[src/rtl/core/scg_pkg.sv]
// Shared types and constants for the scatter-gather coalescer.
`timescale 1ns / 1ps
package scg_pkg;

	localparam int PAGE_BITS  = 13;
	localparam int ADDR_W     = 64;
	localparam int LEN_W      = 32;
	localparam int PAGES_W    = 21;
	localparam int Q_DEPTH    = 4;
	localparam int Q_PTR_W    = $clog2(Q_DEPTH);
	localparam int Q_CNT_W    = $clog2(Q_DEPTH + 1);

	localparam logic [LEN_W-1:0]   OFFS_MASK = LEN_W'((64'd1 << PAGE_BITS) - 64'd1);
	localparam logic [LEN_W+1:0]   SPAN_MASK = (LEN_W + 2)'(OFFS_MASK);
	localparam logic [PAGES_W-1:0] PAGES_MAX = PAGES_W'(1 << 20);

	// one coalesced DMA entry
	typedef struct packed {
		logic [LEN_W-1:0]   offset;
		logic [LEN_W-1:0]   length;
		logic               final_flag;
		logic [PAGES_W-1:0] pages;
	} entry_t;

	// entries handed to the output queue in one cycle (0, 1 or 2)
	typedef struct packed {
		logic [1:0] cnt;
		entry_t     e0;
		entry_t     e1;
	} push_t;

endpackage

[src/rtl/core/scg_merge.sv]
// Segment input register, run state and merge logic.
`timescale 1ns / 1ps
module scg_merge (
	input  logic                      clk,
	input  logic                      arst_n,
	input  logic                      in_valid,
	output logic                      in_ready,
	input  logic [scg_pkg::ADDR_W-1:0] in_address,
	input  logic [scg_pkg::LEN_W-1:0]  in_length,
	input  logic                      in_last,
	input  logic                      space_ok,
	output scg_pkg::push_t            push
);
	import scg_pkg::*;

	logic                valid_s1;
	logic [ADDR_W-1:0]   addr_s1;
	logic [LEN_W-1:0]    len_s1;
	logic                last_s1;

	logic [ADDR_W-1:0]   prev_end_q;
	logic [LEN_W-1:0]    run_off_q;
	logic [LEN_W-1:0]    run_len_q;
	logic                in_list_q;

	logic                advance;
	logic                contig;
	logic                brk;
	logic [LEN_W-1:0]    run_end;
	logic [LEN_W-1:0]    rounded;
	logic [LEN_W-1:0]    new_off;
	logic [LEN_W-1:0]    new_len;
	logic [LEN_W+1:0]    span;
	logic [LEN_W+1:0]    page_raw;
	logic [PAGES_W-1:0]  pages;
	entry_t              brk_entry;
	entry_t              fin_entry;

	assign advance  = valid_s1 && space_ok;
	assign in_ready = !valid_s1 || space_ok;

	always_ff @(posedge clk or negedge arst_n) begin
		if (!arst_n) begin
			valid_s1 <= 1'b0;
		end else if (in_ready) begin
			valid_s1 <= in_valid;
		end
	end

	always_ff @(posedge clk) begin
		if (in_ready && in_valid) begin
			addr_s1 <= in_address;
			len_s1  <= in_length;
			last_s1 <= in_last;
		end
	end

	always_comb begin
		contig  = (prev_end_q == addr_s1) ||
		          (((prev_end_q | addr_s1) & ADDR_W'(OFFS_MASK)) == '0);
		brk     = in_list_q && !contig;
		run_end = run_off_q + run_len_q;
		rounded = (run_end + OFFS_MASK) & ~OFFS_MASK;
		if (!in_list_q) begin
			new_off = addr_s1[LEN_W-1:0] & OFFS_MASK;
			new_len = len_s1;
		end else if (brk) begin
			new_off = rounded | (addr_s1[LEN_W-1:0] & OFFS_MASK);
			new_len = len_s1;
		end else begin
			new_off = run_off_q;
			new_len = run_len_q + len_s1;
		end
		// page span of the final run, no wrap, saturated
		span     = {2'b00, new_off} + {2'b00, new_len} + SPAN_MASK;
		page_raw = span >> PAGE_BITS;
		if (page_raw > (LEN_W + 2)'(PAGES_MAX)) begin
			pages = PAGES_MAX;
		end else begin
			pages = page_raw[PAGES_W-1:0];
		end
		brk_entry = '{offset: run_off_q, length: run_len_q, final_flag: 1'b0, pages: '0};
		fin_entry = '{offset: new_off, length: new_len, final_flag: 1'b1, pages: pages};

		push.cnt = 2'd0;
		push.e0  = brk ? brk_entry : fin_entry;
		push.e1  = fin_entry;
		if (advance) begin
			push.cnt = 2'({1'b0, brk} + {1'b0, last_s1});
		end
	end

	always_ff @(posedge clk or negedge arst_n) begin
		if (!arst_n) begin
			in_list_q <= 1'b0;
		end else if (advance) begin
			in_list_q <= !last_s1;
		end
	end

	always_ff @(posedge clk) begin
		if (advance) begin
			prev_end_q <= addr_s1 + ADDR_W'(len_s1);
			run_off_q  <= new_off;
			run_len_q  <= new_len;
		end
	end

endmodule

[src/rtl/core/scg_outq.sv]
// Four-entry result queue, up to two writes and one read per cycle.
`timescale 1ns / 1ps
module scg_outq (
	input  logic            clk,
	input  logic            arst_n,
	input  scg_pkg::push_t  push,
	output logic            space_ok,
	output logic            out_valid,
	input  logic            out_ready,
	output scg_pkg::entry_t out_entry
);
	import scg_pkg::*;

	entry_t              mem [Q_DEPTH];
	logic [Q_PTR_W-1:0]  wr_ptr_q;
	logic [Q_PTR_W-1:0]  rd_ptr_q;
	logic [Q_CNT_W-1:0]  count_q;
	logic                pop;
	logic [Q_PTR_W-1:0]  wr_ptr_nx;

	assign out_valid = (count_q != '0);
	assign out_entry = mem[rd_ptr_q];
	assign pop       = out_valid && out_ready;
	assign space_ok  = (count_q <= Q_CNT_W'(Q_DEPTH - 2));
	assign wr_ptr_nx = wr_ptr_q + Q_PTR_W'(1);

	always_ff @(posedge clk) begin
		if (push.cnt != 2'd0) begin
			mem[wr_ptr_q] <= push.e0;
		end
		if (push.cnt == 2'd2) begin
			mem[wr_ptr_nx] <= push.e1;
		end
	end

	always_ff @(posedge clk or negedge arst_n) begin
		if (!arst_n) begin
			wr_ptr_q <= '0;
			rd_ptr_q <= '0;
			count_q  <= '0;
		end else begin
			wr_ptr_q <= wr_ptr_q + Q_PTR_W'(push.cnt);
			if (pop) begin
				rd_ptr_q <= rd_ptr_q + Q_PTR_W'(1);
			end
			count_q <= count_q + Q_CNT_W'(push.cnt) - Q_CNT_W'(pop);
		end
	end

endmodule

[src/rtl/core/scatter_gather_coalescer_unit.sv]
// Top level of the scatter-gather coalescer.
// Usage:
//  - Slave stream carries one scatter-gather segment per transaction:
//    tdata = {seg_length, seg_address}, tlast = last segment of the list.
//  - Master stream carries coalesced DMA entries: tdata = {pad, pages_needed,
//    entry_length, entry_offset}, tlast = final entry of the list.
//  - A segment joins the current run when it starts at the previous end or
//    when both sit on a page boundary; a break emits the finished entry, and
//    the last segment emits the final entry with its page count.
//  - Path: a segment is held in the input register, then its entries land
//    in the 4-entry output queue, whose head drives the master stream.
//  - Throughput: one segment per cycle while the output queue has room for
//    two entries. The master port moves one entry per cycle, so a segment
//    that produces two entries (break plus last) needs two transactions;
//    the output queue absorbs that.
//  - The input register advances only when the queue has room for two
//    entries, so a stalled receiver backs up into s_axis_tready after the
//    queue fills; nothing is dropped.
//  - Reset clears the input valid, the queue pointers and the in-list flag;
//    the next segment after reset starts a new list.
`timescale 1ns / 1ps
module scatter_gather_coalescer_unit (
	input  logic        clk,
	input  logic        arst_n,
	input  logic        s_axis_tvalid,
	output logic        s_axis_tready,
	input  logic [95:0] s_axis_tdata,  // [63:0] seg_address, [95:64] seg_length
	input  logic        s_axis_tlast,  // last_segment
	output logic        m_axis_tvalid,
	input  logic        m_axis_tready,
	output logic [87:0] m_axis_tdata,  // [31:0] entry_offset, [63:32] entry_length,
	                                   // [84:64] pages_needed, [87:85] zero
	output logic        m_axis_tlast   // final_entry
);
	import scg_pkg::*;

	push_t  push;
	logic   space_ok;
	entry_t out_entry;

	scg_merge u_merge (
		.clk        (clk),
		.arst_n     (arst_n),
		.in_valid   (s_axis_tvalid),
		.in_ready   (s_axis_tready),
		.in_address (s_axis_tdata[63:0]),
		.in_length  (s_axis_tdata[95:64]),
		.in_last    (s_axis_tlast),
		.space_ok   (space_ok),
		.push       (push)
	);

	scg_outq u_outq (
		.clk       (clk),
		.arst_n    (arst_n),
		.push      (push),
		.space_ok  (space_ok),
		.out_valid (m_axis_tvalid),
		.out_ready (m_axis_tready),
		.out_entry (out_entry)
	);

	assign m_axis_tdata = {3'b000, out_entry.pages, out_entry.length, out_entry.offset};
	assign m_axis_tlast = out_entry.final_flag;

	// a segment yields at most two entries
	a_push_cnt: assert property (@(posedge clk) disable iff (!arst_n)
		push.cnt != 2'd3)
		else $error("more than two entries pushed for one segment");

	// with two entries, the first is the broken run and the second is final
	a_push_order: assert property (@(posedge clk) disable iff (!arst_n)
		push.cnt == 2'd2 |-> !push.e0.final_flag && push.e1.final_flag)
		else $error("two-entry push out of order");

	// entries only enter the queue when it had room for two
	a_push_room: assert property (@(posedge clk) disable iff (!arst_n)
		push.cnt != 2'd0 |-> space_ok)
		else $error("push without queue room");

	// non-final entries carry no page count
	a_pages_zero: assert property (@(posedge clk) disable iff (!arst_n)
		m_axis_tvalid && !m_axis_tlast |-> m_axis_tdata[84:64] == '0)
		else $error("page count on a non-final entry");

endmodule

[config.mk]
export PLATFORM = sky130hd
export DESIGN_NAME = scatter_gather_coalescer_unit
export DESIGN_NICKNAME = d
export VERILOG_FILES = /design/src/rtl/core/scg_pkg.sv /design/src/rtl/core/scg_merge.sv /design/src/rtl/core/scg_outq.sv /design/src/rtl/core/scatter_gather_coalescer_unit.sv
export SDC_FILE = /design/constraint.sdc
export NUM_CORES = 1
export LEC_CHECK = 0
export BUFFER_PORTS_ARGS = -buffer_cell sky130_fd_sc_hd__buf_2
export CAP_MARGIN = 20
export CORE_MARGIN = 3
export CORE_UTILIZATION = 50
export DETAILED_ROUTE_END_ITERATION = 12
export HOLD_SLACK_MARGIN = 0.03
export PLACE_DENSITY = 0.67
export SLEW_MARGIN = 5
export SYNTH_ARGS = -nofsm -noshare
export SYNTH_HDL_FRONTEND = slang
export SYNTH_SLANG_ARGS = --single-unit
[constraint.sdc]
create_clock -name clk -period 8.8 [get_ports clk]
set_clock_uncertainty 0.05 [all_clocks]
set_input_delay 0.88 -clock clk [delete_from_list [all_inputs] [get_ports clk]]
set_output_delay 0.88 -clock clk [all_outputs]
set_load 0.01 [all_outputs]
* Yosys cells after proc, flatten, opt, wreduce, memory -nomap -nowiden
Memory sizes are Yosys's and may differ from the RTL's. Cells that the tools add are included.
Storage, ports and cells: register bits 234, bits in writable memories 344, input port bits 101, output and inout port bits 91, logic and storage cells 53, memories kept 1
Cells by class: add/sub/neg operators 12, $lt $le $gt $ge 2, equal/unequal tests 2, multiplexer cells 11, bitwise gates (word level) 2, reduce and logical (&&, ||, !) cells 12
Memories:
- u_outq.mem | words 4, bits a word 86, rd ports 1, clocked after Yosys merged registers in 0, wr ports 2, line scg_outq.sv:14 | entry_t mem [Q_DEPTH];
Operator list (number):
- $mux W32 | 4
- $mux W86 | 1
- $add A32 B32 Y32 | 2
- $add A64 B32 Y64 | 1
- $eq A64 B64 Y1 | 1
- $logic_not A64 Y1 | 1
- $add A34 B13 Y34 const B | 1
- $add A32 B32 Y33 | 1
- $add A32 B13 Y32 const B | 1
- $or A32 B13 Y32 | 1
- $gt A21 B21 Y1 const B | 1
- $mux W21 | 1
- $or A13 B13 Y13 | 1
- $add A2 B1 Y2 const B | 2
- $logic_and A1 B1 Y1 | 4
- $mux W1 | 4
- $add A3 B2 Y3 | 1
- $le A3 B2 Y1 const B | 1
- $logic_not A1 Y1 | 3
- $reduce_bool A3 Y1 | 1
- $sub A3 B1 Y3 | 1
- $add A1 B1 Y2 | 1
- $add A2 B2 Y2 | 1
- $eq A2 B2 Y1 const B | 1
- other kinds (3) | 4

* Longest topological paths before layout
depth in word-level cells 12, gate-level depth with buffers 29, gate-level depth less buffers 27

* Hierarchy
Synthesis repeated with hierarchy kept, for this count alone.
Unflattened totals: cells, all modules 2625, area, all modules 34161.5 sq um
By module, submodules not included:
- scg_outq | times used 1, cells an instance 873, area each 17235.3 sq um, sequential area each 10505.1 sq um
- scg_merge | times used 1, cells an instance 1748, area each 16900.0 sq um, sequential area each 6806.5 sq um
- scatter_gather_coalescer_unit | times used 1, cells an instance 4, area each 26.3 sq um, sequential area each 0.0 sq um

* Worst setup path after synthesis
OpenSTA, ideal clock, no wires.
path kind reg-to-reg, from reg u_outq.count_q[0], to mem u_outq.mem[2][57] in the netlist's numbering, data pin, library setup time 0.132 ns, data arrival time 8.749 ns, required time 8.618 ns, path slack -0.131 ns, stages on the path, launching flop included 11, buffers on the path 3, clock period less this slack 8.931 ns, path through dfrtp_1 > a21oi_1 > and2_1 > clkbuf_1 > nand2_1 > or3_1 > clkbuf_1 > nand2_1 > a21boi_1 > clkbuf_1 > a22o_1
RTL lines:
- start: declaration | line scg_outq.sv:17 | logic [Q_CNT_W-1:0] count_q;
- start signal: assignment | line scg_outq.sv:46 | count_q <= count_q + Q_CNT_W'(push.cnt) - Q_CNT_W'(pop);
- end: declaration | line scg_outq.sv:14

==> impl_summary.log <==
[metrics] Crit path arrival time: 7930 ps
[metrics] top area cells in the synthesized netlist: sky130_fd_sc_hd__edfxtp_1 53%, sky130_fd_sc_hd__ha_1 6.7%, sky130_fd_sc_hd__mux4_2 6.0%
[metrics] time the worst path needs with I/O delays and setup: roughly 7500 ps
[metrics] leading cell type in the layout, fill and taps excluded: sky130_fd_sc_hd__edfxtp_1
[metrics] Async SR Flop Fraction: under 10%
[metrics] number of DRC violations after detailed-routing iteration 0: 2752
[metrics] global-route wire length before repair: approximately 140 mm
[metrics] result of the run: completed
[metrics] crit end category: flip-flop
[metrics] number of enable flip-flop cells after synthesis: around 570
[metrics] Top-Level Pins: 192
[metrics] count of fill cells added during filler insertion: 5240
[metrics] number of buffers inserted to repair setup after CTS: 0
[metrics] mean area per synthesized cell: between 10 and 15 sq um
[metrics] most frequent cells in the layout: 565 x sky130_fd_sc_hd__edfxtp_1, 218 x sky130_fd_sc_hd__nand2_1, 190 x sky130_fd_sc_hd__nor2_1
[metrics] Period Utilization, post-route: between 80% and 90%
[metrics] fraction of layout instances using a drive strength above 1: 16.49%
[metrics] number of distinct library cell variants in the gate-level netlist after synthesis: a little under 90
[metrics] Register Area: around 17000 sq um
[metrics] Clock Path Buffers: 3
[metrics] Max transition margin: 13.94%
[metrics] Reg clk slew, reported paths: about 60 ps
[metrics] cell-by-cell listing of the critical path: inv_1 > ha_1 > nor4_1 > nand4_1 > nor2_1 > nand3_1 > nor3_1 > a31o_2 > and2_1 > buf_4 > mux2i_1 > inv_1 > ha_1 > nand4_1 > nor4bb_1 > a211oi_1 > o311ai_2 > nand4b_4 > nor4b_2 > nand4_2 > nor4_4 > nand4b_2 > nor3_2
[metrics] drt total wl: 94.68 mm
[metrics] area share of the leading cell type in the synthesized netlist: approximately 53%
[metrics] final net count: around 3100
[metrics] pin slew with the least headroom to its limit: between 1000 and 1500 ps
[metrics] sinks on the clock net: 578
[metrics] largest net degree at the start of global routing: slightly below 80
[metrics] critical path startpoint: u_merge.addr_s1[2]
[metrics] startpoint of the worst hold path: s_axis_tlast
[metrics] sequential fraction of the synthesis area: 53.85%
[metrics] GRT Residual Overflow: 0
[metrics] unrepaired setup endpoints after global routing: false
[metrics] Hold Fails Final Rpt: 0
[metrics] area of the multi-input gates: ~14000 sq um
[metrics] starting density of the core: between 50% and 60%
[metrics] horizontal extent of the die: roughly 260 microns
[metrics] insertion delay to the later sink of the worst-skew pair: 650 ps
[metrics] Synth area leader: sky130_fd_sc_hd__edfxtp_1
[metrics] #FFs+latches synth: 578
[metrics] DRT Pass-1 Iters: 6
[metrics] total standard cell area after synthesis: between 30000 and 40000 sq um
[metrics] required time worst endpoint: 9220 ps
[metrics] category of the worst setup path launch point: flip-flop
[metrics] Max Slew Vio Count: 0
[metrics] CTS H-tree depth: 2
[metrics] post-route DRC violation count: 0
[metrics] final core area utilization: a little under three fifths
[metrics] Maximum Capacitance Violations: 0
[metrics] GRT Total Usage: between 20% and 30%
[metrics] input/output buffers: 188
[metrics] RePlAce Congestion: between 0.9 and 1
[metrics] detailed-route wire length per cell: between 20 and 30 microns
[metrics] antenna violations before repair: 8
[metrics] die footprint: approximately 67000 sq um
[metrics] launch point of the worst reg-to-reg path: u_merge.addr_s1[2]
[metrics] Post-DRT Antenna Nets: 0
[metrics] vertical extent of the die: 259.3 microns
[metrics] worst hold slack: approximately 370 ps
[metrics] highest-delay cell along the critical path: sky130_fd_sc_hd__and2_1
[metrics] maximum clock frequency: approximately 130 MHz
[metrics] clk root buf: sky130_fd_sc_hd__clkbuf_16
[metrics] post-DP HPWL: between 60 and 70 mm
[metrics] number of standard cells after synthesis: 2677
[metrics] area of the core: about 63000 sq um
[metrics] CP max FO: 28
[metrics] setup-violating endpoint count in the final report: 0
[metrics] number of buffers added by the clock tree synthesis step: 60
[metrics] total negative slack: 0 ps
[metrics] most used flip-flop cell after synthesis: sky130_fd_sc_hd__edfxtp_1
[metrics] Slowest Stage Delay on Critical Path: between 700 and 800 ps
[metrics] CTS tree: yes
[metrics] number of vias after detailed routing: roughly 24000
[metrics] number of global-route vias before repair: roughly 23000
[metrics] count of synthesis-stage warnings from yosys: 0
[metrics] Vias/cell: ~6.3
[metrics] growth of design area from synthesis to finish: 12.91%
[metrics] number of cell rows: 92
[metrics] Worst Hold Class: in2reg
[metrics] start-to-end type of the worst setup path: reg2reg
cell usage after synthesis (all sizes together) (21+ instances only):
cell type,n
edfxtp,565
nand2,222
nor2,195
o21ai,187
ha,172
inv,146
xnor2,110
a21oi,109
clkbuf,95
a22o,91
mux4,86
o22ai,71
xor2,67
a21o,65
nand3,51
nor3,37
nand4,35
nand2b,29
buf,22
a31oi,21
routing by layer:
metal / up-vias / wire length (microns) / GRT usage (%) / part of all wire [%]
met5: - / 36 / 0 / 0.038
met1: 11503 / 37300 / 37.25 / 39
li1: 10557 / - / - / -
met3: 224 / 9754 / 6.360 / 10
met4: 6 / 3314 / 9.748 / 3.5
met2: 1229 / 44280 / 45.16 / 47
path summary, 6_finish.rpt:
path / end / slack, ps / depth (start not counted)
setup reg to reg: u_outq.mem[3][20] / 1290 / 23
max in group asynchronous: u_outq.rd_ptr_q[0] / 7890 / 2
min in group asynchronous: u_merge.valid_s1 / 580 / 2
hold / removal: u_merge.last_s1 / 370 / 1
hold reg to reg: u_outq.mem[2][21] / 390 / 2
setup / recovery: u_outq.mem[3][20] / 1290 / 23
layout make-up:
| type | count | share of cell area, % |
|---|---|---|
| Antenna cell | 2 | 0.01382 |
| Multi-Input combinational cell | 1837 | 38.48 |
| Clock inverter | 45 | 1.382 |
| Inverter | 147 | 1.524 |
| Sequential cell | 578 | 47.71 |
| Timing Repair Buffer | 230 | 3.604 |
| Tap cell | 846 | 2.923 |
| Clock buffer | 67 | 4.360 |
flip-flops by register name, indices dropped and copies added (netlist names):
register and count:
u_merge.in_list_q 1, u_merge.valid_s1 1, u_merge.len_s1 32, u_outq.count_q 3, u_merge.prev_end_q 64, u_merge.run_off_q 32
u_merge.addr_s1 64, u_outq.rd_ptr_q 2, u_merge.run_len_q 32, u_merge.last_s1 1, u_outq.mem 344, u_outq.wr_ptr_q 2
cell families after synthesis:
logic type      Yosys count  share of synthesized area (%)
compound gates          701                          14.64
simple gates            681                          10.10
flops                   578                          53.85
buf+inv                 264                          3.160
xor+xnor                177                          4.833
fa+ha+maj               176                          6.960
mux                      99                          6.448
other cells               1                        0.01169
through the flow:
| stage | instances | cell area [sq um] | worst slack [ps] |
|---|---|---|---|
| floorplan | 2679 | 32080 | 2068 |
| global placement | 3629 | 34010 | 1497 |
| detailed placement | 3634 | 34070 | 1420 |
| CTS | 3747 | 36160 | 1389 |
| global route | 3750 | 36210 | 651.2 |
| finish | 3752 | 36210 | 1291 |
critical path: cells and delay by family (launching register included):
family | cells | cell delay, ps
AO/OA/AOI/OAI | 3 | 760
adder cells (fa/ha/maj) | 2 | 730
buffers and inverters | 3 | 640
flip-flops | 1 | 550
multiplexers | 1 | 450
AND/OR/NAND/NOR | 14 | 4160
timing repair:
action | 4_1_cts | 5_1_grt
endpoints found under the setup margin | 0 | 0
hold endpoints to repair | 9 | 0
gates resized for setup | 0 | 0
hold buffers | 1 | 0
Power is left out: the tool's default activity adds up to more than one toggle a clock period on the data nets, which glitch-free logic cannot reach.
